File: src/hw/rtl/button_debounce_autorepeat_assert.svh
// ----------------------------------------------------------------------------
// button_debounce_autorepeat_assert.svh
// Assertion macros used by the button debounce RTL.
// ----------------------------------------------------------------------------
`ifndef BUTTON_DEBOUNCE_AUTOREPEAT_ASSERT_SVH
`define BUTTON_DEBOUNCE_AUTOREPEAT_ASSERT_SVH

// same-cycle implication, checked out of reset
`define BDAR_ASSERT_IMPL(label, clk, rst_n, ante, cons) \
    label: assert property (@(posedge clk) disable iff (!rst_n) (ante) |-> (cons)) \
        else $error("button debounce: same-cycle check failed");

// next-cycle implication, checked out of reset
`define BDAR_ASSERT_NEXT(label, clk, rst_n, ante, cons) \
    label: assert property (@(posedge clk) disable iff (!rst_n) (ante) |=> (cons)) \
        else $error("button debounce: next-cycle check failed");

`endif

File: src/hw/rtl/bdar_pkg.sv
// ----------------------------------------------------------------------------
// bdar_pkg
// Types and constants for the button debounce with autorepeat.
// ----------------------------------------------------------------------------
`default_nettype none

package bdar_pkg;

    localparam int unsigned TIME_W   = 16;
    localparam int unsigned PIN_W    = 8;
    localparam int unsigned CFG_IDX_W = 3;
    localparam int unsigned CFG_DATA_W = 16;

    localparam logic LEVEL_HIGH = 1'b1;

    localparam logic [CFG_IDX_W-1:0] CFG_PULL_UP_MODE    = 3'd0;
    localparam logic [CFG_IDX_W-1:0] CFG_DEBOUNCE_MS     = 3'd1;
    localparam logic [CFG_IDX_W-1:0] CFG_REPEAT_DELAY_MS = 3'd2;
    localparam logic [CFG_IDX_W-1:0] CFG_REPEAT_RATE_MS  = 3'd3;
    localparam logic [CFG_IDX_W-1:0] CFG_PIN_NUMBER      = 3'd4;

    localparam logic [TIME_W-1:0] RST_DEBOUNCE_MS     = 16'd50;
    localparam logic [TIME_W-1:0] RST_REPEAT_DELAY_MS = 16'd500;
    localparam logic [TIME_W-1:0] RST_REPEAT_RATE_MS  = 16'd100;

    typedef enum logic [1:0] {
        EV_RELEASED   = 2'd0,
        EV_PRESSED    = 2'd1,
        EV_AUTOREPEAT = 2'd2
    } t_event_kind;

    typedef enum logic [3:0] {
        PH_RELEASED   = 4'b0001,
        PH_TRACKING   = 4'b0010,
        PH_PRESSED    = 4'b0100,
        PH_AUTOREPEAT = 4'b1000
    } t_phase;

    typedef struct packed {
        logic              pin_level;
        logic [TIME_W-1:0] elapsed_ms;
    } t_in_item;

    typedef struct packed {
        t_event_kind      event_kind;
        logic [PIN_W-1:0] event_pin;
    } t_out_item;

    typedef struct packed {
        logic              pull_up_mode;
        logic [TIME_W-1:0] debounce_ms;
        logic [TIME_W-1:0] repeat_delay_ms;
        logic [TIME_W-1:0] repeat_rate_ms;
        logic [PIN_W-1:0]  pin_number;
    } t_cfg;

    typedef struct packed {
        t_phase            phase;
        logic              last_pressed;
        logic [TIME_W-1:0] countdown;
        t_event_kind       last_event;
    } t_state;

endpackage

`default_nettype wire

File: src/hw/rtl/bdar_tracker.sv
// ----------------------------------------------------------------------------
// bdar_tracker
// Next-state and event logic for one update tick.
// ----------------------------------------------------------------------------
`default_nettype none

module bdar_tracker
    import bdar_pkg::*;
(
    input  var t_state    i_state,
    input  var t_cfg      i_cfg,
    input  var t_in_item  i_item,
    output var t_state    o_state,
    output logic          o_emit,
    output var t_out_item o_result
);

    logic        w_pressed;
    logic        w_raise;
    t_event_kind w_kind;

    assign w_pressed = i_cfg.pull_up_mode ? (i_item.pin_level != LEVEL_HIGH)
                                          : (i_item.pin_level == LEVEL_HIGH);

    always_comb begin
        o_state = i_state;
        w_raise = 1'b0;
        w_kind  = EV_RELEASED;
        if (w_pressed != i_state.last_pressed) begin
            o_state.last_pressed = w_pressed;
            if (w_pressed) begin
                o_state.countdown = i_cfg.debounce_ms;
                o_state.phase     = PH_TRACKING;
            end else begin
                o_state.phase = PH_RELEASED;
                w_raise       = 1'b1;
                w_kind        = EV_RELEASED;
            end
        end else if (i_state.phase != PH_RELEASED) begin
            if (i_item.elapsed_ms < i_state.countdown) begin
                o_state.countdown = i_state.countdown - i_item.elapsed_ms;
            end else if (i_state.phase == PH_TRACKING) begin
                o_state.phase     = PH_PRESSED;
                o_state.countdown = i_cfg.repeat_delay_ms;
                w_raise           = 1'b1;
                w_kind            = EV_PRESSED;
            end else begin
                o_state.phase     = PH_AUTOREPEAT;
                o_state.countdown = i_cfg.repeat_rate_ms;
                w_raise           = 1'b1;
                w_kind            = w_pressed ? EV_AUTOREPEAT : EV_RELEASED;
            end
        end
        o_emit = w_raise && (w_kind != i_state.last_event);
        if (o_emit) begin
            o_state.last_event = w_kind;
        end
    end

    assign o_result.event_kind = w_kind;
    assign o_result.event_pin  = i_cfg.pin_number;

endmodule

`default_nettype wire

File: src/hw/rtl/button_debounce_autorepeat.sv
// ----------------------------------------------------------------------------
// button_debounce_autorepeat
// Debounces one button from periodic ticks and raises pressed, autorepeat
// and released events.
// ----------------------------------------------------------------------------
// Result path: a transferred tick is held in the input register; its event
//   then goes to the result register, or to the skid entry if that is full.
// Throughput: one tick per cycle while the skid entry is empty; a two-entry
//   result buffer keeps input moving while a result waits on the output.
// Reset: synchronous, active low; clears the tracker state, the buffers and
//   loads the register defaults (0, 50, 500, 100, 0).
`default_nettype none

module button_debounce_autorepeat
    import bdar_pkg::*;
(
    input  logic                  i_clk,
    input  logic                  i_rst_n,
    input  logic                  i_in_valid,
    output logic                  o_in_stall,
    input  var t_in_item          i_in_data,
    output logic                  o_out_valid,
    input  logic                  i_out_stall,
    output var t_out_item         o_out_data,
    input  logic                  i_cfg_we,
    input  logic [CFG_IDX_W-1:0]  i_cfg_index,
    input  logic [CFG_DATA_W-1:0] i_cfg_data
);

`include "button_debounce_autorepeat_assert.svh"

    t_cfg      r_cfg;
    t_state    r_state;
    t_state    n_state;
    logic      r_in_valid;
    t_in_item  r_in_data;
    logic      r_out_valid;
    logic      n_out_valid;
    t_out_item r_out_data;
    t_out_item n_out_data;
    logic      r_skid_valid;
    logic      n_skid_valid;
    t_out_item r_skid_data;
    t_out_item n_skid_data;

    logic      w_proc;
    logic      w_take;
    logic      w_emit;
    t_state    w_state;
    t_out_item w_result;

    bdar_tracker u_tracker (
        .i_state  (r_state),
        .i_cfg    (r_cfg),
        .i_item   (r_in_data),
        .o_state  (w_state),
        .o_emit   (w_emit),
        .o_result (w_result)
    );

    assign o_in_stall  = r_in_valid && r_skid_valid;
    assign w_proc      = r_in_valid && !r_skid_valid;
    assign w_take      = r_out_valid && !i_out_stall;
    assign o_out_valid = r_out_valid;
    assign o_out_data  = r_out_data;

    always_comb begin
        n_state      = w_proc ? w_state : r_state;
        n_out_valid  = r_out_valid;
        n_out_data   = r_out_data;
        n_skid_valid = r_skid_valid;
        n_skid_data  = r_skid_data;
        if (r_skid_valid) begin
            if (w_take) begin
                n_out_data   = r_skid_data;
                n_skid_valid = 1'b0;
            end
        end else if (w_proc && w_emit) begin
            if (!r_out_valid || w_take) begin
                n_out_valid = 1'b1;
                n_out_data  = w_result;
            end else begin
                n_skid_valid = 1'b1;
                n_skid_data  = w_result;
            end
        end else if (w_take) begin
            n_out_valid = 1'b0;
        end
    end

    always_ff @(posedge i_clk) begin
        if (!i_rst_n) begin
            r_cfg.pull_up_mode    <= 1'b0;
            r_cfg.debounce_ms     <= RST_DEBOUNCE_MS;
            r_cfg.repeat_delay_ms <= RST_REPEAT_DELAY_MS;
            r_cfg.repeat_rate_ms  <= RST_REPEAT_RATE_MS;
            r_cfg.pin_number      <= '0;
        end else if (i_cfg_we) begin
            unique case (i_cfg_index)
                CFG_PULL_UP_MODE:    r_cfg.pull_up_mode    <= i_cfg_data[0];
                CFG_DEBOUNCE_MS:     r_cfg.debounce_ms     <= i_cfg_data[TIME_W-1:0];
                CFG_REPEAT_DELAY_MS: r_cfg.repeat_delay_ms <= i_cfg_data[TIME_W-1:0];
                CFG_REPEAT_RATE_MS:  r_cfg.repeat_rate_ms  <= i_cfg_data[TIME_W-1:0];
                CFG_PIN_NUMBER:      r_cfg.pin_number      <= i_cfg_data[PIN_W-1:0];
                default: begin
                end
            endcase
        end
    end

    always_ff @(posedge i_clk) begin
        if (!i_rst_n) begin
            r_state.phase        <= PH_RELEASED;
            r_state.last_pressed <= 1'b0;
            r_state.countdown    <= '0;
            r_state.last_event   <= EV_RELEASED;
            r_in_valid           <= 1'b0;
            r_out_valid          <= 1'b0;
            r_skid_valid         <= 1'b0;
        end else begin
            r_state      <= n_state;
            r_out_valid  <= n_out_valid;
            r_skid_valid <= n_skid_valid;
            if (!o_in_stall) begin
                r_in_valid <= i_in_valid;
            end
        end
    end

    always_ff @(posedge i_clk) begin
        if (!o_in_stall) begin
            r_in_data <= i_in_data;
        end
        r_out_data  <= n_out_data;
        r_skid_data <= n_skid_data;
    end

    `BDAR_ASSERT_IMPL(a_skid_behind_out, i_clk, i_rst_n, r_skid_valid, r_out_valid)
    `BDAR_ASSERT_IMPL(a_emit_is_new, i_clk, i_rst_n, w_proc && w_emit,
        w_result.event_kind != r_state.last_event)
    `BDAR_ASSERT_NEXT(a_skid_drains, i_clk, i_rst_n, r_skid_valid && !i_out_stall,
        !r_skid_valid && r_out_valid)
    `BDAR_ASSERT_NEXT(a_state_holds, i_clk, i_rst_n, !w_proc, $stable(r_state))

endmodule

`default_nettype wire

File: config.mk
export PLATFORM = sky130hd
export DESIGN_NAME = button_debounce_autorepeat
export DESIGN_NICKNAME = d
export VERILOG_FILES = /design/src/hw/rtl/bdar_pkg.sv /design/src/hw/rtl/bdar_tracker.sv /design/src/hw/rtl/button_debounce_autorepeat.sv
export VERILOG_INCLUDE_DIRS = /design/src /design/src/hw/rtl
export SDC_FILE = /design/constraint.sdc
export NUM_CORES = 1
export LEC_CHECK = 0
export ABC_AREA = 1
export BUFFER_PORTS_ARGS = -buffer_cell sky130_fd_sc_hd__buf_2
export CORE_MARGIN = 2
export CORE_UTILIZATION = 35
export CTS_BUF_LIST = sky130_fd_sc_hd__clkbuf_8
export DETAILED_ROUTE_END_ITERATION = 8
export PLACE_DENSITY = 0.59
export SETUP_SLACK_MARGIN = 0.1
export SYNTH_ARGS = -nofsm -noshare
export SYNTH_HDL_FRONTEND = slang
export SYNTH_SLANG_ARGS = --single-unit
File: constraint.sdc
create_clock -name i_clk -period 8.64 [get_ports i_clk]
set_input_delay 0.432 -clock i_clk [delete_from_list [all_inputs] [get_ports i_clk]]
set_output_delay 0.432 -clock i_clk [all_outputs]
set_load 0.02 [all_outputs]
==> results.toml <==
[routing]
vias_per_cell = 4.70
ant_nets = 0
wl_um = 13900
wire_per_inst_um = 13.7
wl_met1_um = 6320
num_vias = 4747
wl_met2_um = 6750
dr.pass1.iters = 5
drcViolationCount = 0
drt_iter0_drc = 318
wl_met3_um = 559
highest_layer = "met4"

[die]
die_y_um = 133
rows = 47
dieArea_um2 = 17600
dieWidth_um = 133
coreArea_um2 = 16400
initial_utilization = 0.353
io_pins = 53

[timing]
fmax_ghz = 0.264
rsz0062_at_grt = "false"
finalSetupTns_ns = 0
final.min_clock_period_ns = 3.79
hold_violations = 0
holdWs_ns = 0.146
setup_viol = 0
drv_slew = 0
clock_skew_ns = 0.0134
fin_crit_sh = 0.438
tightest_slew_ns = 1.11
relSlewSlack = 0.259
setup_ws_ns = 4.85

[pwr]
cellPowerDensity_nw_per_um2 = 193
ir_drop_uv = 114
power_leakage_uw = 0.00293

[finish]
diodes = 0
nFillCells = 1720
drive_above_1_share = 0.150
seqCellArea_um2 = 2770
area_delta_synth_final_pct = 13.9
multi_input_area_um2 = 2560
final_nets = 838
final_area_um2 = 6600

[logic_synthesis]
syn_area_per_cell_um2 = 7.91
synth_area_um2 = 5790
synth_seq_cells = 120
yosysSeqAreaShare = 0.479
synthesis.nets = 792
ys_warn_count = 0
synth.area.top_cells = "dfxtp_1 29%, edfxtp_1 19%, nand2_1 9.5%"
syn_inst = 732
yosysTopAreaCell = "dfxtp_1"
yosysUniqueCellTypes = 38
synth_top_area_share = 0.287

[clocking]
cts_buffers = 17
clock_latency_ns = 0.46
hold_buffers = 0
clock_path_buffers = 2
htree_levels = 4
postCtsSetupBuffers = 0
clk_pin_slew_ns = 0.07
cts_tree = "done"
clkSinkCount = 120
cts_resized = 0
cts_root_buf = "clkbuf_8"

[grt]
grt_start_max_net_pins = 71
grt_pass1_wl_um = 22500
grtUsageTotal = 0.165
overflow = 0
antenna_found_initial = 0
grt_pass1_vias = 4456

[critical_path]
cp.arrival_ns = 3.88
cp.required_ns = 8.73
max_stage_delay_ns = 0.66
crit_top_cell = "inv_1"
crit_family = "simple AND/OR/NAND/NOR gates"
crit_type = "reg2reg"
critPathCaptureType = "flop"
crit_path_top_delay_cell = "ha_1"
crit_buf_inv = 2
crit_fanout = 23
startpoint_type = "flop"
path_cells = "xnor2_1 > inv_1 > ha_1 > inv_1 > nor3_1 > nand4_1 > nand3_2 > nand2_2 > a21oi_1"

[placement]
numPortBuffers = 52
place_hpwl_um = 9970
dp_slack_ns = 4.85
dpl-instance-area_um2 = 6210
place.gp.congestion = 0.828

[status]
run_status = "finished clean"

[job]
drv_cap = 0

[min_path]
hold_path.class = "in2reg"
[report_power, final]
group          total, µW  switching, µW  leakage, µW  internal, µW
clock network        500            245     0.000185           256
logic                161            107      0.00172          54.0
registers            614           11.1      0.00103           603
[kinds of logic (layout without fill, tap and decap cells)]
| group | after synthesis | in the layout | synth area share |
|---|---|---|---|
| adder cells (fa/ha/maj) | 19 | 19 | 0.0423 |
| AND/OR/NAND/NOR | 295 | 295 | 0.214 |
| AO/OA/AOI/OAI | 178 | 178 | 0.172 |
| flip-flops | 120 | 120 | 0.479 |
| XOR/XNOR | 9 | 9 | 0.0136 |
| buffers and inverters | 111 | 170 | 0.0791 |
[worst register-to-register path, cell delays in order (launching register included)]
cell	delay, ns
edfxtp_1	0.38
xnor2_1	0.36
inv_1	0.11
ha_1	0.66
inv_1	0.48
nor3_1	0.41
nand4_1	0.16
nand3_2	0.14
nand2_2	0.06
a21oi_1	0.65
[flip-flops by register name, indices dropped and copies added, names as in the netlist]
register      count
r_skid_data      10
o_out_valid       1
r_in_data        17
r_cfg            57
r_state          23
r_in_valid        1
r_skid_valid      1
o_out_data       10
[layer usage]
metal  vias to the layer above  GRT usage
li1                       2496          -
met1                      2149      0.205
met2                        85      0.273
met3                        17     0.0510
met4                         0     0.0538
met5                         -          0
[final cells by class]
cell class / count / share of cell area
Multi-Input combinational cell: 501 / 0.388
Timing Repair Buffer: 55 / 0.0429
Tap cell: 220 / 0.0417
Sequential cell: 120 / 0.420
Inverter: 83 / 0.0480
Clock buffer: 17 / 0.0355
Clock inverter: 15 / 0.0233
[stage by stage]
stage           util  instances  power, µW
2_1_floorplan      -        732        742
3_3_place_gp   0.378        979        787
3_5_place_dp   0.378        979        788
4_1_cts        0.402       1011       1290
5_1_grt        0.402       1011       1340
6_report       0.402       1011       1280
[path summary, 6_finish.rpt]
| check | from | endpoint | slack, ns | cells past startpoint |
|---|---|---|---|---|
| worst max register to register | r_in_data[16]$_DFFE_PN_ | o_out_data[4]$_DFFE_PP_ | 4.85 | 9 |
| worst max-delay path | r_in_data[16]$_DFFE_PN_ | o_out_data[4]$_DFFE_PP_ | 4.85 | 9 |
| worst min-delay path | i_in_data[9] | r_in_data[9]$_DFFE_PN_ | 0.15 | 1 |
| worst min register to register | r_cfg[34]$_SDFFE_PN0P_ | r_cfg[34]$_SDFFE_PN0P_ | 0.45 | 2 |
[layout by cell type (no fill, tap or decap), types with 4 or more instances in the layout]
cell,netlist,layout
nand2_1,147,147
nor2_1,92,92
dfxtp_1,83,83
inv_1,75,76
o21ai_0,68,68
a21oi_1,67,67
buf_2,5,52
edfxtp_1,37,37
nand3_1,28,28
ha_1,18,18
clkbuf_8,0,17
o21ai_1,15,15
nand2_2,9,9
o211ai_1,8,8
xor2_1,7,7
nor3_1,6,6
o211ai_2,6,6
clkinv_1,3,5
a21oi_2,5,5
inv_2,4,4
a21o_1,4,4
clkinv_4,1,4
clkinvlp_4,0,4
[synthesized netlist by cell type]
cell / instances
fa_1: 1
o21bai_1: 2
a21o_1: 4
nand2_1: 147
inv_2: 4
a21oi_1: 67
nor3_2: 2
o211ai_1: 8
nor3_1: 6
nand4_1: 2
o211ai_2: 6
buf_2: 5
nor2_1: 92
or2_1: 2
clkinv_1: 3
nor2_2: 1
buf_1: 2
ha_1: 18
clkbuf_1: 17
nand3_2: 3
nor3_4: 1
xnor2_1: 2
o31ai_1: 1
xor2_1: 7
o21ai_1: 15
a21oi_2: 5
nor2_4: 1
nand2_2: 9
inv_1: 75
o21a_1: 1
clkinv_4: 1
dfxtp_1: 83
o21ai_2: 1
or2_2: 1
buf_6: 4
edfxtp_1: 37
nand3_1: 28
o21ai_0: 68
Power figures use the tool's default switching activity.
